===== config.mk =====
export PLATFORM = sky130hd
export DESIGN_NAME = servo_frame_failsafe_monitor_flat
export DESIGN_NICKNAME = d
export VERILOG_FILES = /design/src/sffm_pkg.sv /design/src/sffm_item_if.sv /design/src/sffm_result_if.sv /design/src/sffm_frame_unit.sv /design/src/servo_frame_failsafe_monitor.sv /design/src/flat_wrapper.sv
export SDC_FILE = /design/constraint.sdc
export NUM_CORES = 1
export LEC_CHECK = 0
export CAP_MARGIN = 20
export CORE_ASPECT_RATIO = 1.2
export CORE_MARGIN = 5
export CORE_UTILIZATION = 52
export CTS_CLUSTER_SIZE = 14
export DETAILED_ROUTE_END_ITERATION = 7
export DONT_BUFFER_PORTS = 1
export GPL_TIMING_DRIVEN = 0
export PLACE_DENSITY = 0.67
export SLEW_MARGIN = 20
export SYNTH_ARGS = -nofsm -noshare
export SYNTH_HDL_FRONTEND = slang
export SYNTH_SLANG_ARGS = --single-unit

===== constraint.sdc =====
create_clock -name clk -period 5.5 [get_ports clk]
set_input_delay 1.1 -clock clk [delete_from_list [all_inputs] [get_ports clk]]
set_output_delay 1.1 -clock clk [all_outputs]
set_load 0.01 [all_outputs]

===== src/sffm_pkg.sv =====
`timescale 1ns / 1ps
// ----------------------------------------------------------------------------
// sffm_pkg
// Types and constants shared by the servo frame failsafe monitor.
// ----------------------------------------------------------------------------
package sffm_pkg;

	localparam int NUM_CH  = 8;
	localparam int WORD_W  = 16;
	localparam int WIDTH_W = 15;
	localparam int COUNT_W = 8;
	localparam int CHAN_W  = 4;
	localparam int VALID_BIT = 15;
	localparam int FRAME_CHS = 4;

	typedef logic [WORD_W-1:0]  word_t;
	typedef logic [WIDTH_W-1:0] width_t;
	typedef logic [COUNT_W-1:0] count_t;
	typedef logic [CHAN_W-1:0]  chan_t;

	localparam logic CMD_FRAME = 1'b0;
	localparam logic CMD_TICK  = 1'b1;
	localparam logic FILTER_USED = 1'b0;

	localparam word_t ID_CH_LOW  = 16'd1;
	localparam word_t ID_CH_HIGH = 16'd2;

	localparam count_t COUNT_MAX = 8'd255;
	localparam count_t COUNT_ON  = 8'd2;

	// apb register map, word index
	localparam int ADDR_W = 4;
	localparam logic [1:0] REG_CHANNEL = 2'd0;
	localparam logic [1:0] REG_MIN     = 2'd1;
	localparam logic [1:0] REG_MAX     = 2'd2;

	localparam chan_t  CHANNEL_RST = 4'd3;
	localparam width_t MIN_RST     = 15'd1500;
	localparam width_t MAX_RST     = 15'd4500;

	typedef struct packed {
		logic  cmd;
		word_t frame_id;
		logic  filter_hit;
		word_t word_a;
		word_t word_b;
		word_t word_c;
		word_t word_d;
	} item_t;

	// outcome of the failsafe channel compare on a commit
	typedef struct packed {
		logic hit;
		logic good;
	} check_t;

endpackage


===== src/sffm_item_if.sv =====
`timescale 1ns / 1ps
// ----------------------------------------------------------------------------
// sffm_item_if
// Input channel: a received servo frame or a period tick.
// ----------------------------------------------------------------------------
interface sffm_item_if;
	logic            valid;
	logic            ready;
	logic            cmd;
	sffm_pkg::word_t frame_id;
	logic            filter_hit;
	sffm_pkg::word_t word_a;
	sffm_pkg::word_t word_b;
	sffm_pkg::word_t word_c;
	sffm_pkg::word_t word_d;

	modport source (output valid, cmd, frame_id, filter_hit, word_a, word_b, word_c,
		word_d, input ready);
	modport sink (input valid, cmd, frame_id, filter_hit, word_a, word_b, word_c,
		word_d, output ready);
endinterface


===== src/sffm_result_if.sv =====
`timescale 1ns / 1ps
// ----------------------------------------------------------------------------
// sffm_result_if
// Result channel: radio state, held pulse widths and good-pulse count.
// ----------------------------------------------------------------------------
interface sffm_result_if;
	logic             valid;
	logic             ready;
	logic             link_up;
	sffm_pkg::width_t pulse_1;
	sffm_pkg::width_t pulse_2;
	sffm_pkg::width_t pulse_3;
	sffm_pkg::width_t pulse_4;
	sffm_pkg::width_t pulse_5;
	sffm_pkg::width_t pulse_6;
	sffm_pkg::width_t pulse_7;
	sffm_pkg::width_t pulse_8;
	sffm_pkg::count_t good_pulse_count;

	modport source (output valid, link_up, pulse_1, pulse_2, pulse_3, pulse_4, pulse_5,
		pulse_6, pulse_7, pulse_8, good_pulse_count, input ready);
	modport sink (input valid, link_up, pulse_1, pulse_2, pulse_3, pulse_4, pulse_5,
		pulse_6, pulse_7, pulse_8, good_pulse_count, output ready);
endinterface


===== src/sffm_frame_unit.sv =====
`timescale 1ns / 1ps
// ----------------------------------------------------------------------------
// sffm_frame_unit
// Stages frame words, works out which channels load and checks the failsafe
// channel's width against the window.
// ----------------------------------------------------------------------------
module sffm_frame_unit (
	input  sffm_pkg::item_t                          item,
	input  sffm_pkg::word_t  [sffm_pkg::NUM_CH-1:0] staged,
	input  sffm_pkg::chan_t                          fs_channel,
	input  sffm_pkg::width_t                         fs_min,
	input  sffm_pkg::width_t                         fs_max,
	output sffm_pkg::word_t  [sffm_pkg::NUM_CH-1:0] staged_next,
	output logic             [sffm_pkg::NUM_CH-1:0] load,
	output sffm_pkg::check_t                         check
);

	logic             frame_ok;
	logic             is_low;
	logic             is_high;
	sffm_pkg::width_t fs_width;
	sffm_pkg::word_t  [sffm_pkg::FRAME_CHS-1:0] words;

	assign words = {item.word_d, item.word_c, item.word_b, item.word_a};

	assign is_low   = (item.frame_id == sffm_pkg::ID_CH_LOW);
	assign is_high  = (item.frame_id == sffm_pkg::ID_CH_HIGH);
	assign frame_ok = (item.cmd == sffm_pkg::CMD_FRAME) &&
		(item.filter_hit == sffm_pkg::FILTER_USED) && (is_low || is_high);

	always_comb begin
		staged_next = staged;
		for (int i = 0; i < sffm_pkg::FRAME_CHS; i++) begin
			if (frame_ok && is_low) begin
				staged_next[i] = words[i];
			end
			if (frame_ok && is_high) begin
				staged_next[i + sffm_pkg::FRAME_CHS] = words[i];
			end
		end
	end

	// frame 2 commits every staged word that carries its valid flag
	always_comb begin
		check.hit = 1'b0;
		fs_width  = '0;
		for (int i = 0; i < sffm_pkg::NUM_CH; i++) begin
			load[i] = frame_ok && is_high && staged_next[i][sffm_pkg::VALID_BIT];
			if (load[i] && (fs_channel == sffm_pkg::CHAN_W'(i + 1))) begin
				check.hit = 1'b1;
				fs_width  = staged_next[i][sffm_pkg::WIDTH_W-1:0];
			end
		end
		check.good = (fs_width > fs_min) && (fs_width < fs_max);
	end

endmodule


===== src/servo_frame_failsafe_monitor.sv =====
`timescale 1ns / 1ps
// ----------------------------------------------------------------------------
// servo_frame_failsafe_monitor
// Holds eight servo pulse widths from received frames and judges radio link
// presence from the failsafe channel and a periodic tick.
// ----------------------------------------------------------------------------
// usage
// item channel takes a servo frame (cmd 0) or a 25 ms tick (cmd 1); only
// filter 0 frames with id 1 (channels 1-4) or id 2 (channels 5-8) count,
// and id 2 commits every staged word that carries its valid flag
// result channel returns one word per item: link_up, the eight held pulse
// widths and the good-pulse count, all taken after that item's update
// an accepted item waits in the input register, then passes through the
// update logic into the state registers, which drive the result word directly
// throughput is one item per cycle while the result is not stalled, set by
// the single update stage
// when the result is stalled the state cannot move, the input register holds
// one more word and ready drops only once both are full
// reset clears staged words, widths, count, tick phase and link_up, and sets
// the failsafe registers to channel 3, window (1500, 4500)
// apb registers: 0x0 failsafe channel, 0x4 window min, 0x8 window max
// ----------------------------------------------------------------------------
module servo_frame_failsafe_monitor #(
	parameter int TICKS_PER_CHECK = 2
) (
	input  logic                           clk,
	input  logic                           arst_n,
	sffm_item_if.sink                      item,
	sffm_result_if.source                  result,
	input  logic                           psel,
	input  logic                           penable,
	input  logic                           pwrite,
	input  logic [sffm_pkg::ADDR_W-1:0]    paddr,
	input  logic [31:0]                    pwdata,
	output logic [31:0]                    prdata,
	output logic                           pready
);

	localparam int PH_W = (TICKS_PER_CHECK > 1) ? $clog2(TICKS_PER_CHECK) : 1;

	sffm_pkg::chan_t  fs_channel_q;
	sffm_pkg::width_t fs_min_q;
	sffm_pkg::width_t fs_max_q;

	sffm_pkg::item_t  item_s1;
	logic             valid_s1;
	logic             out_valid_q;
	logic             adv;
	logic             fire;

	sffm_pkg::word_t  [sffm_pkg::NUM_CH-1:0] staged_q;
	sffm_pkg::word_t  [sffm_pkg::NUM_CH-1:0] staged_next;
	sffm_pkg::width_t [sffm_pkg::NUM_CH-1:0] pulse_q;
	logic             [sffm_pkg::NUM_CH-1:0] load;
	sffm_pkg::check_t check;
	sffm_pkg::count_t count_q;
	logic             radio_q;
	logic [PH_W-1:0]  phase_q;
	logic [PH_W:0]    phase_sum;
	logic             cfg_wr;

	// apb
	assign pready = 1'b1;
	assign cfg_wr = psel && penable && pwrite;

	always_ff @(posedge clk or negedge arst_n) begin
		if (!arst_n) begin
			fs_channel_q <= sffm_pkg::CHANNEL_RST;
			fs_min_q     <= sffm_pkg::MIN_RST;
			fs_max_q     <= sffm_pkg::MAX_RST;
		end else if (cfg_wr) begin
			case (paddr[3:2])
				sffm_pkg::REG_CHANNEL: fs_channel_q <= pwdata[sffm_pkg::CHAN_W-1:0];
				sffm_pkg::REG_MIN:     fs_min_q     <= pwdata[sffm_pkg::WIDTH_W-1:0];
				sffm_pkg::REG_MAX:     fs_max_q     <= pwdata[sffm_pkg::WIDTH_W-1:0];
				default: ;
			endcase
		end
	end

	always_comb begin
		case (paddr[3:2])
			sffm_pkg::REG_CHANNEL: prdata = 32'(fs_channel_q);
			sffm_pkg::REG_MIN:     prdata = 32'(fs_min_q);
			sffm_pkg::REG_MAX:     prdata = 32'(fs_max_q);
			default:               prdata = '0;
		endcase
	end

	// handshake
	assign adv        = !out_valid_q || result.ready;
	assign item.ready = !valid_s1 || adv;
	assign fire       = valid_s1 && adv;

	always_ff @(posedge clk or negedge arst_n) begin
		if (!arst_n) begin
			valid_s1    <= 1'b0;
			out_valid_q <= 1'b0;
		end else begin
			if (item.ready) begin
				valid_s1 <= item.valid;
			end
			if (adv) begin
				out_valid_q <= valid_s1;
			end
		end
	end

	always_ff @(posedge clk) begin
		if (item.valid && item.ready) begin
			item_s1 <= '{cmd: item.cmd, frame_id: item.frame_id, filter_hit: item.filter_hit,
				word_a: item.word_a, word_b: item.word_b, word_c: item.word_c,
				word_d: item.word_d};
		end
	end

	sffm_frame_unit u_frame (
		.item        (item_s1),
		.staged      (staged_q),
		.fs_channel  (fs_channel_q),
		.fs_min      (fs_min_q),
		.fs_max      (fs_max_q),
		.staged_next (staged_next),
		.load        (load),
		.check       (check)
	);

	assign phase_sum = {1'b0, phase_q} + (PH_W + 1)'(1);

	// state registers double as the result word
	always_ff @(posedge clk or negedge arst_n) begin
		if (!arst_n) begin
			staged_q <= '0;
			pulse_q  <= '0;
			count_q  <= '0;
			radio_q  <= 1'b0;
			phase_q  <= '0;
		end else if (fire) begin
			staged_q <= staged_next;
			for (int i = 0; i < sffm_pkg::NUM_CH; i++) begin
				if (load[i]) begin
					pulse_q[i] <= staged_next[i][sffm_pkg::WIDTH_W-1:0];
				end
			end
			if (item_s1.cmd == sffm_pkg::CMD_TICK) begin
				if (phase_sum >= (PH_W + 1)'(TICKS_PER_CHECK)) begin
					// a count of exactly one leaves the radio as it was
					if (count_q == '0) begin
						radio_q <= 1'b0;
					end else if (count_q >= sffm_pkg::COUNT_ON) begin
						radio_q <= 1'b1;
					end
					count_q <= '0;
					phase_q <= '0;
				end else begin
					phase_q <= phase_sum[PH_W-1:0];
				end
			end else if (check.hit) begin
				if (check.good) begin
					if (count_q != sffm_pkg::COUNT_MAX) begin
						count_q <= count_q + sffm_pkg::COUNT_W'(1);
					end
				end else begin
					count_q <= '0;
					radio_q <= 1'b0;
				end
			end
		end
	end

	assign result.valid            = out_valid_q;
	assign result.link_up          = radio_q;
	assign result.pulse_1          = pulse_q[0];
	assign result.pulse_2          = pulse_q[1];
	assign result.pulse_3          = pulse_q[2];
	assign result.pulse_4          = pulse_q[3];
	assign result.pulse_5          = pulse_q[4];
	assign result.pulse_6          = pulse_q[5];
	assign result.pulse_7          = pulse_q[6];
	assign result.pulse_8          = pulse_q[7];
	assign result.good_pulse_count = count_q;

endmodule


===== src/flat_wrapper.sv =====
// flat-port wrapper written by rule: the top's interface ports become plain ports
module servo_frame_failsafe_monitor_flat 
#(
	parameter int TICKS_PER_CHECK = 2
)
  (clk, arst_n, psel, penable, pwrite, paddr, pwdata, prdata, pready, item_valid, item_cmd, item_frame_id, item_filter_hit, item_word_a, item_word_b, item_word_c, item_word_d, item_ready, result_valid, result_link_up, result_pulse_1, result_pulse_2, result_pulse_3, result_pulse_4, result_pulse_5, result_pulse_6, result_pulse_7, result_pulse_8, result_good_pulse_count, result_ready);
  sffm_item_if item_i ();
  sffm_result_if result_i ();
  input  logic clk;
  input  logic arst_n;
  input  logic psel;
  input  logic penable;
  input  logic pwrite;
  input  logic [sffm_pkg::ADDR_W-1:0] paddr;
  input  logic [31:0] pwdata;
  output logic [31:0] prdata;
  output logic pready;
  input wire logic [$bits(item_i.valid)-1:0] item_valid;
  input wire logic [$bits(item_i.cmd)-1:0] item_cmd;
  input wire logic [$bits(item_i.frame_id)-1:0] item_frame_id;
  input wire logic [$bits(item_i.filter_hit)-1:0] item_filter_hit;
  input wire logic [$bits(item_i.word_a)-1:0] item_word_a;
  input wire logic [$bits(item_i.word_b)-1:0] item_word_b;
  input wire logic [$bits(item_i.word_c)-1:0] item_word_c;
  input wire logic [$bits(item_i.word_d)-1:0] item_word_d;
  output wire logic [$bits(item_i.ready)-1:0] item_ready;
  output wire logic [$bits(result_i.valid)-1:0] result_valid;
  output wire logic [$bits(result_i.link_up)-1:0] result_link_up;
  output wire logic [$bits(result_i.pulse_1)-1:0] result_pulse_1;
  output wire logic [$bits(result_i.pulse_2)-1:0] result_pulse_2;
  output wire logic [$bits(result_i.pulse_3)-1:0] result_pulse_3;
  output wire logic [$bits(result_i.pulse_4)-1:0] result_pulse_4;
  output wire logic [$bits(result_i.pulse_5)-1:0] result_pulse_5;
  output wire logic [$bits(result_i.pulse_6)-1:0] result_pulse_6;
  output wire logic [$bits(result_i.pulse_7)-1:0] result_pulse_7;
  output wire logic [$bits(result_i.pulse_8)-1:0] result_pulse_8;
  output wire logic [$bits(result_i.good_pulse_count)-1:0] result_good_pulse_count;
  input wire logic [$bits(result_i.ready)-1:0] result_ready;
  assign item_i.valid = item_valid;
  assign item_i.cmd = item_cmd;
  assign item_i.frame_id = item_frame_id;
  assign item_i.filter_hit = item_filter_hit;
  assign item_i.word_a = item_word_a;
  assign item_i.word_b = item_word_b;
  assign item_i.word_c = item_word_c;
  assign item_i.word_d = item_word_d;
  assign item_ready = item_i.ready;
  assign result_valid = result_i.valid;
  assign result_link_up = result_i.link_up;
  assign result_pulse_1 = result_i.pulse_1;
  assign result_pulse_2 = result_i.pulse_2;
  assign result_pulse_3 = result_i.pulse_3;
  assign result_pulse_4 = result_i.pulse_4;
  assign result_pulse_5 = result_i.pulse_5;
  assign result_pulse_6 = result_i.pulse_6;
  assign result_pulse_7 = result_i.pulse_7;
  assign result_pulse_8 = result_i.pulse_8;
  assign result_good_pulse_count = result_i.good_pulse_count;
  assign result_i.ready = result_ready;
  servo_frame_failsafe_monitor #(.TICKS_PER_CHECK(TICKS_PER_CHECK)) u_core (.clk(clk), .arst_n(arst_n), .item(item_i), .result(result_i), .psel(psel), .penable(penable), .pwrite(pwrite), .paddr(paddr), .pwdata(pwdata), .prdata(prdata), .pready(pready));
endmodule

==> impl_metrics.toml, run 1 <==
[die]
initial_core_util = 0.524
core_um2 = 26900
dieArea_um2 = 30500
die_y_um = 190
num_rows = 66
die_w_um = 160
io_pins = 289

[timing]
finalCritPeriodShare = 0.967
finalSetupViolCount = 0
final.setup_skew_ns = 0.0164
tightest_slew_ns = 0.865
setup_ws_ns = 0.181
hold_viol_final = 0
fmax_mhz = 188
maxSlewViolCount = 0
totalNegativeSetupSlack_ns = 0
period_needed_ns = 5.32
slew_headroom = 0.423

[layout]
seq_area_um2 = 8240
diodes = 0
area_delta_synth_final_pct = 12.3
top_regs = "u_core.item_s1 x82, u_core.staged_q x64"
multiInputGateArea_um2 = 5510
layout-drive-gt1-share = 0.291
nNetsFinal = 1326
fillerInstances = 2213
largest_reg_flops = 82
largest_register = "u_core.item_s1"
fin_util = 0.588

[synth]
synth.distinct_cells = 62
synthCells = 1112
avgSynthCellArea_um2 = 12.7
ys_ff_latch = 312
synth_ff_type = "dfrtp_1"
ys_seq_area_frac = 0.584
synthArstFlopShare = 0.737
syn_area_um2 = 14100
yosysWarnings = 0
synth-edff-count = 82

[clock_network]
ctsLongestPathBuffers = 3
cts_made_buffers = 31
insertion_delay_ns = 0.56
clock-root-buffer = "clkbuf_16"
cts_max_level = 1
clk_pin_slew_worst_paths_ns = 0.06
cts_tree = "done"
clock-sinks = 312

[setup_path]
critPathLaunch = "u_core.item_s1[81]$_DFFE_PP_"
worstReg2RegStart = "u_core.item_s1[81]$_DFFE_PP_"
crit_fanout = 10
critPathCaptureType = "register"
worstPathArrival_ns = 5.76
crit_path_top_delay_cell = "or4_4"
worstSetupStartpointType = "register"
required_ns = 5.95
critPathKind = "register to register"
crit_path_cell_trace = "or4_4, or2_0, buf_2, nor2_4, buf_8, mux2_2, a222oi_1, o2111ai_1, o21ai_0, nand2_1, ha_1, a21oi_1, o21ai_0, a2111oi_2, o31a_1, nor2_1, a22oi_4, buf_12, o21ai_1, mux2_2"
slowest_delay_ns = 0.59

[min_path]
hold_class = "input pin to asynchronous set/reset pin"

[route]
routed_via_density = 6.08
antenna_left = 0
drt_wl_total_um = 39700
vias = 9320
wl_per_cell_um = 25.9
dr.first_iter.drc_count = 841
dr.pass1.iters = 5
route.detailed.drc = 0

[grt]
grt_max_degree = 231
grt_pass1_vias = 9449
grt_pass1_wl_um = 59200
track_usage = 0.254
grt_overflow = 0
antenna_found_initial = 1

[job]
drv_cap = 0

[placement]
place_congestion = 0.897
portBuffers = 0
hpwl_um = 29000
post-place-ws_ns = -0.627

[pwr]
powerDensity_nw_per_um2 = 321
ir_drop_mv = 0.218
total_power_w = 0.00508
power_leakage_nw = 7.25

[status]
run_status = "completed"
==> power breakdown <==
| group | total (W) | switching, W | internal [W] |
|---|---|---|---|
| clock network | 0.00217 | 0.000882 | 0.00128 |
| registers | 0.00260 | 0.0000897 | 0.00251 |
| logic | 0.000311 | 0.000195 | 0.000116 |
| total | 0.00508 | 0.00117 | 0.00391 |
==> Yosys cell counts (10+ instances only) <==
master / n / share of area
dfstp_2: 14 / 0.026
nor2_1: 38 / 0.010
mux2_2: 207 / 0.17
mux2i_1: 19 / 0.013
nor4_1: 10 / 0.0044
o2111ai_1: 12 / 0.0075
inv_1: 41 / 0.011
a22oi_1: 12 / 0.0064
nand2_1: 119 / 0.032
nand3_1: 16 / 0.0057
ha_1: 32 / 0.028
a21oi_1: 30 / 0.011
dfrtp_1: 216 / 0.38
buf_2: 15 / 0.0053
o21ai_0: 59 / 0.021
clkbuf_1: 30 / 0.0080
buf_4: 18 / 0.0096
a22o_1: 12 / 0.0075
edfxtp_1: 82 / 0.17
nand4_1: 11 / 0.0049
a222oi_1: 14 / 0.0099
==> routing by layer <==
layer,vias to the layer above,track usage,share of wire
met5,-,0,0.00018
met4,2,0.0785,0.030
met3,67,0.0636,0.081
met2,383,0.439,0.50
met1,4706,0.316,0.38
li1,4162,-,-
==> timing repair <==
item | CTS | global route
buffers inserted | 6 | 1
hold buffers | 0 | 0
pin swaps | 2 | 4
setup endpoints to repair | 9 | 9
resized for setup | 15 | 16
==> layout make-up <==
class,count,share of cell area
tap,340,0.0269
timing repair buffer,8,0.00585
multi-input combinational,709,0.348
buffer,66,0.0226
clock inverter,17,0.0118
clock buffer,41,0.0546
inverter,41,0.00973
sequential,312,0.521
==> cell usage in the layout (no fill, tap or decap), types with 6 or more instances in the layout <==
cell,n
buf_2,15
a31oi_1,8
inv_1,41
mux2i_1,19
nand3_1,15
clkinv_1,6
a22o_1,12
nor4_1,8
dfstp_2,14
clkbuf_16,31
o21ai_0,58
clkbuf_2,7
o2111ai_1,12
nor2b_1,8
buf_4,24
nand2_1,118
mux2_2,207
nor3_1,6
dfrtp_1,216
edfxtp_1,82
a21oi_1,28
a22oi_1,12
nor2_1,37
a222oi_1,14
nand4_1,11
nand2b_1,8
ha_1,32
clkbuf_1,27
conb_1,18
==> worst paths after layout <==
kind,cells after the start,end,slack (ns)
max in group asynchronous,0,u_core.result.pulse_8[11]$_DFFE_PN0P_,4.56
worst min register to register,1,u_core.phase_q$_DFFE_PN0P_,0.47
worst max-delay path,20,u_core.result.good_pulse_count[0]$_DFFE_PN0P_,0.18
worst min-delay path,0,u_core.fs_channel_q[3]$_DFFE_PN0P_,0.25
worst max register to register,20,u_core.result.good_pulse_count[0]$_DFFE_PN0P_,0.18
min in group clk,1,u_core.phase_q$_DFFE_PN0P_,0.47
==> kinds of logic after synthesis <==
family / count (synthesis) / share of synthesized area
multiplexers: 226 / 0.179
buffers and inverters: 107 / 0.0346
XOR/XNOR: 1 / 0.000622
other: 2 / 0.000533
adder cells (fa/ha/maj): 32 / 0.0284
flip-flops: 312 / 0.584
AO/OA/AOI/OAI: 183 / 0.0891
AND/OR/NAND/NOR: 249 / 0.0835
==> metrics by stage <==
stage / cells / hold WS [ns] / instance area (um2)
after floorplan: 1128 / 0.440 / 14200
after global placement: 1468 / 0.454 / 14600
after detailed placement: 1469 / 0.460 / 14600
after CTS: 1533 / 0.240 / 15800
after global routing: 1534 / 0.229 / 15800
final: 1534 / 0.252 / 15800
==> worst max-delay path: cells and delay by family, from the launching register on <==
family	cells	cell delay [ns]
buffers and inverters	3	0.53
adder cells (fa/ha/maj)	1	0.39
AO/OA/AOI/OAI	9	1.76
multiplexers	2	0.68
AND/OR/NAND/NOR	5	1.31
flip-flops	1	0.51
Power figures use the tool's default switching activity.
==> run 2: changes to the inputs <==
CELL_PAD_IN_SITES_DETAIL_PLACEMENT = 1   (was default)
CELL_PAD_IN_SITES_GLOBAL_PLACEMENT = 1   (was default)
CORE_UTILIZATION = 50   (was 52)
PLACE_DENSITY = default   (was 0.67)
PLACE_DENSITY_LB_ADDON = 0.1   (was default)
==> impl_metrics.toml, run 2 (same netlist as run 1, synthesis figures left out) <==
[status]
run_status = "completed"

[timing]
maxSlewViolCount = 0
finalSetupViolCount = 0
setup_ws_ns = 0.213
totalNegativeSetupSlack_ns = 0
slew_headroom = 0.442
tightest_slew_ns = 0.837
hold_viol_final = 0
finalCritPeriodShare = 0.961
fmax_mhz = 189
final.setup_skew_ns = 0.0163
period_needed_ns = 5.29

[placement]
hpwl_um = 31200
portBuffers = 0
place_congestion = 0.902
post-place-ws_ns = -0.681

[die]
initial_core_util = 0.505
io_pins = 289
num_rows = 67
die_y_um = 194
die_w_um = 163
dieArea_um2 = 31700
core_um2 = 27900

[setup_path]
slowest_delay_ns = 0.61
crit_fanout = 10
rr_endpoint = "u_core.result.good_pulse_count[5]$_DFFE_PN0P_"
crit_path_cell_trace = "or4_4, or2_0, buf_2, nor2_4, buf_4, mux2_2, a222oi_1, o2111ai_1, o21ai_0, nand2_1, ha_1, a21oi_1, o21ai_0, a2111oi_1, o31a_1, nor2_1, a22oi_4, buf_12, nor3_4, a221o_1"
crit_top_cell = "o21ai_0"
critPathKind = "register to register"
worstSetupStartpointType = "register"
critPathCaptureType = "register"
required_ns = 5.90
reg2reg_depth = 20
critPathLaunch = "u_core.item_s1[81]$_DFFE_PP_"
crit_path_top_delay_cell = "or4_4"
regToRegSetupSlack_ns = 0.21
worstPathArrival_ns = 5.69
worstReg2RegStart = "u_core.item_s1[81]$_DFFE_PP_"

[grt]
grt_pass1_wl_um = 64200
grt_max_degree = 231
grt_overflow = 0
track_usage = 0.263
antenna_found_initial = 0
grt_pass1_vias = 10300

[clock_network]
insertion_delay_ns = 0.53
clock-root-buffer = "clkbuf_16"
clk_pin_slew_worst_paths_ns = 0.06
clock-sinks = 312
cts_made_buffers = 34
cts_tree = "done"
cts_max_level = 2
ctsLongestPathBuffers = 3

[route]
dr.pass1.iters = 6
top_layer_used = "met4"
vias = 9478
met1Wirelength_um = 16500
routed_via_density = 6.02
route.detailed.drc = 0
antenna_left = 0
dr.first_iter.drc_count = 621
drt_wl_total_um = 42000
dr_wl_met2_um = 20600
wl_per_cell_um = 26.7
wl_met3_um = 3290

[layout]
largest_reg_flops = 82
largest_register = "u_core.item_s1"
area_delta_synth_final_pct = 13.4
multiInputGateArea_um2 = 5520
top_regs = "u_core.item_s1 x82, u_core.staged_q x64"
layout-drive-gt1-share = 0.293
nNetsFinal = 1326
diodes = 0
seq_area_um2 = 8240
final_common_cell = "dfrtp_1"
fillerInstances = 2785
mostFrequentLayoutCells = "dfrtp_1, mux2_2, nand2_1, edfxtp_1, o21ai_0"

[pwr]
power_leakage_nw = 7.31
ir_drop_mv = 0.226
powerDensity_nw_per_um2 = 334

[job]
drv_cap = 0

[min_path]
hold_class = "input pin to asynchronous set/reset pin"
==> run 2: cell count changes in the layout (fill, tap and decap cells not counted), moves of 2 or more <==
cell / change
clkbuf_8: -2
clkinvlp_4: -2
clkbuf_16: +4
clkinv_2: +2
o21ai_0: -2
buf_4: -2
clkinv_1: -5
clkbuf_1: +3
o21ai_1: +2
==> run 2: per-layer routing <==
layer  GRT usage  vias up
met5           0        -
met4      0.0914        0
met3      0.0799       80
met2       0.433      317
met1       0.332     4939
li1            -     4142
==> run 2: worst max-delay path by stage <==
| stage | cells after the start | end | slack [ns] |
|---|---|---|---|
| floorplan | 19 | u_core.result.good_pulse_count[5]$_DFFE_PN0P_ | 0.80 |
| global placement | 19 | u_core.result.good_pulse_count[0]$_DFFE_PN0P_ | -0.60 |
| detailed placement | 18 | u_core.result.good_pulse_count[0]$_DFFE_PN0P_ | -0.68 |
| CTS | 19 | u_core.result.good_pulse_count[5]$_DFFE_PN0P_ | 0.007 |
| global route | 20 | u_core.result.good_pulse_count[1]$_DFFE_PN0P_ | -0.04 |
| finish | 20 | u_core.result.good_pulse_count[5]$_DFFE_PN0P_ | 0.21 |
==> run 2: what timing repair did <==
item                                    CTS  global route
buffers inserted                          1             4
gates resized for setup                  18            15
endpoints found under the setup margin    9             9
pin swaps                                 0             4
hold buffers                              0             0
==> run 2: area by class of cell <==
class,instances,share of cell area
Multi-Input combinational cell,709,0.345
Tap cell,379,0.0297
Sequential cell,312,0.515
Buffer,65,0.0219
Inverter,41,0.00963
Timing Repair Buffer,6,0.00486
Clock inverter,15,0.0136
Clock buffer,47,0.0595
==> run 2: report_power, final <==
group	total, W	switching [W]	leakage [nW]	internal [W]
clock	0.00241	0.000950	0.575	0.00146
combinational	0.000321	0.000205	2.83	0.000116
sequential	0.00261	0.0000948	3.91	0.00251
total	0.00533	0.00125	7.31	0.00408
==> run 2: through the flow <==
stage                     cell area, um2  total power (W)  instances  utilization  hold WS [ns]
after floorplan                    14200          0.00283       1128            -         0.440
after CTS                          15900          0.00537       1571        0.569         0.258
after global placement             14600          0.00294       1507        0.524         0.455
final                              16000          0.00533       1574        0.572         0.271
after detailed placement           14700          0.00296       1508        0.525         0.482
after global routing               16000          0.00553       1574        0.572         0.251
==> run 2: critical path: cells and delay by family (launching register included) <==
family | cells | cell delay (ns)
AO/OA/AOI/OAI | 9 | 2.15
adder cells (fa/ha/maj) | 1 | 0.34
buffers and inverters | 3 | 0.51
flip-flops | 1 | 0.43
multiplexers | 1 | 0.36
AND/OR/NAND/NOR | 6 | 1.35
==> run 3: changes to the inputs <==
GPL_TIMING_DRIVEN = default   (was 0)
==> impl_metrics.toml, run 3 (same netlist as run 1, synthesis figures left out) <==
[status]
run_status = "completed"

[timing]
slew_headroom = 0.260
period_needed_ns = 5.33
final.setup_skew_ns = 0.0175
maxSlewViolCount = 0
finalCritPeriodShare = 0.969
tightest_slew_ns = 1.11
fmax_mhz = 188
rsz0062_at_grt = "no"
hold_viol_final = 0
totalNegativeSetupSlack_ns = 0
finalSetupViolCount = 0

[route]
antenna_left = 0
routed_via_density = 5.95
wl_per_cell_um = 25.5
dr.first_iter.drc_count = 647
dr.pass1.iters = 5
route.detailed.drc = 0
drt_wl_total_um = 39100
vias = 9138

[layout]
fillerInstances = 2789
layout-drive-gt1-share = 0.286
nNetsFinal = 1287
largest_register = "u_core.item_s1"
fin_util = 0.566
final_common_cell = "dfrtp_1"
mostFrequentLayoutCells = "dfrtp_1, mux2_2, nand2_1, edfxtp_1, o21ai_0"
top_regs = "u_core.item_s1 x82, u_core.staged_q x64"
fin_cells = 1535
largest_reg_flops = 82
area_delta_synth_final_pct = 12.0

[pwr]
power_leakage_nw = 7.18
p_switching_w = 0.00121
ir_drop_mv = 0.264
p_int_w = 0.00404
p_comb_frac = 0.057
powerDensity_nw_per_um2 = 332
swShare = 0.231
clockPowerShare = 0.446
power_frac_seq = 0.497

[die]
dieArea_um2 = 31700
initial_core_util = 0.505
io_pins = 289
die_w_um = 163
core_um2 = 27900
num_rows = 67
die_y_um = 194

[setup_path]
critPathLaunch = "u_core.item_s1[81]$_DFFE_PP_"
cp.depth = 19
crit_path_cell_trace = "or4_4, or2_1, nor2_4, buf_4, mux2_2, a222oi_1, o2111ai_1, o21ai_1, nand2_1, ha_1, a21oi_1, o21ai_0, a2111oi_1, o31a_1, nor2_1, a22oi_4, buf_4, o21ai_1, mux2_2"
slowest_delay_ns = 0.61
crit_path_top_delay_cell = "or4_4"
critPathKind = "register to register"
worstPathArrival_ns = 5.73
crit_fanout = 10
worstReg2RegStart = "u_core.item_s1[81]$_DFFE_PP_"
reg2reg_depth = 19
crit_buf_inv = 2
critical-path-top-delay-family = "compound AO/OA/AOI/OAI gates"
worstSetupStartpointType = "register"
critPathCaptureType = "register"
required_ns = 5.90

[clock_network]
cts_hold_buf = 0
cts_made_buffers = 34
ctsLongestPathBuffers = 3
cts_max_level = 2
insertion_delay_ns = 0.52
clock-sinks = 312
clock-root-buffer = "clkbuf_16"
cts_tree = "done"
clk_pin_slew_worst_paths_ns = 0.06

[placement]
place_inst = 1471
place_congestion = 0.836
hpwl_um = 28300
portBuffers = 0

[job]
drv_cap = 0

[min_path]
hold_class = "input pin to asynchronous set/reset pin"

[grt]
grt_pass1_wl_um = 59800
track_usage = 0.245
antenna_found_initial = 1
grt_max_degree = 231
grt_overflow = 0
grt_pass1_vias = 9694
run 3: changes by cell type in the layout (fill, tap and decap cells not counted), moves of 3 or more:
cell / before / now
nor4_1: 7 / 10
buf_2: 15 / 0
clkbuf_1: 30 / 6
clkbuf_2: 7 / 0
buf_4: 22 / 28
run 3: final timing paths:
check,end,slack [ns]
max in group asynchronous,u_core.staged_q[54]$_DFFE_PN0P_,4.72
min in group clk,u_core.phase_q$_DFFE_PN0P_,0.48
max reg2reg,u_core.result.good_pulse_count[0]$_DFFE_PN0P_,0.17
min,u_core.result.good_pulse_count[4]$_DFFE_PN0P_,0.28
max,u_core.result.good_pulse_count[0]$_DFFE_PN0P_,0.17
min reg2reg,u_core.phase_q$_DFFE_PN0P_,0.48
run 3: per-stage QoR:
| stage | cell area (um2) | power [W] | setup slack [ns] | hold WS (ns) |
|---|---|---|---|---|
| 3_5_place_dp | 14600 | 0.00295 | 0.0623 | 0.480 |
| 5_1_grt | 15800 | 0.00546 | 0.000736 | 0.258 |
| 3_3_place_gp | 14600 | 0.00293 | 0.110 | 0.453 |
| 2_1_floorplan | 14200 | 0.00283 | 0.797 | 0.440 |
| 6_report | 15800 | 0.00525 | 0.170 | 0.283 |
| 4_1_cts | 15700 | 0.00530 | 0.0333 | 0.261 |
run 3: routing by layer:
layer	share of wire	global-route usage	routed length (um)	vias up
met5	0	0	0	-
met4	0.031	0.0771	1210	0
met3	0.083	0.0759	3270	63
met2	0.46	0.380	18200	304
met1	0.42	0.330	16500	4701
li1	-	-	-	4070
run 3: cell type report:
class                   instances  area [um2]  share of cell area
clock inverters                17         194              0.0123
flip-flops and latches        312        8240               0.522
well taps                     379         474              0.0300
repair buffers                 32         285              0.0181
clock buffers                  44         951              0.0602
inverters                      41         154             0.00975
multi-input cells             709        5490               0.348
diodes                          1        2.50            0.000158
run 3: power by group through the flow:
stage	Sequential (W)	Clock, W	Combinational, W
finish	0.00261	0.00234	0.000299
global route	0.00262	0.00250	0.000335
CTS	0.00261	0.00239	0.000302
detailed placement	0.00265	0	0.000299
global placement	0.00265	0	0.000287
floorplan	0.00261	0	0.000225
run 3: worst reg2reg max path, stage by stage, from the launching register on:
cell and delay [ns]:
edfxtp_1 0.41, or4_4 0.61, or2_1 0.33, nor2_4 0.18, buf_4 0.22, mux2_2 0.38, a222oi_1 0.25, o2111ai_1 0.16
o21ai_1 0.19, nand2_1 0.16, ha_1 0.37, a21oi_1 0.16, o21ai_0 0.11, a2111oi_1 0.42, o31a_1 0.27, nor2_1 0.09
a22oi_4 0.32, buf_4 0.22, o21ai_1 0.09, mux2_2 0.29
run 3: timing repair:
| item | 4_1_cts | 5_1_grt |
|---|---|---|
| buffers inserted | 0 | 1 |
| hold endpoints to repair | 0 | 0 |
| gates resized for setup | 0 | 10 |
| setup endpoints to repair | 0 | 8 |
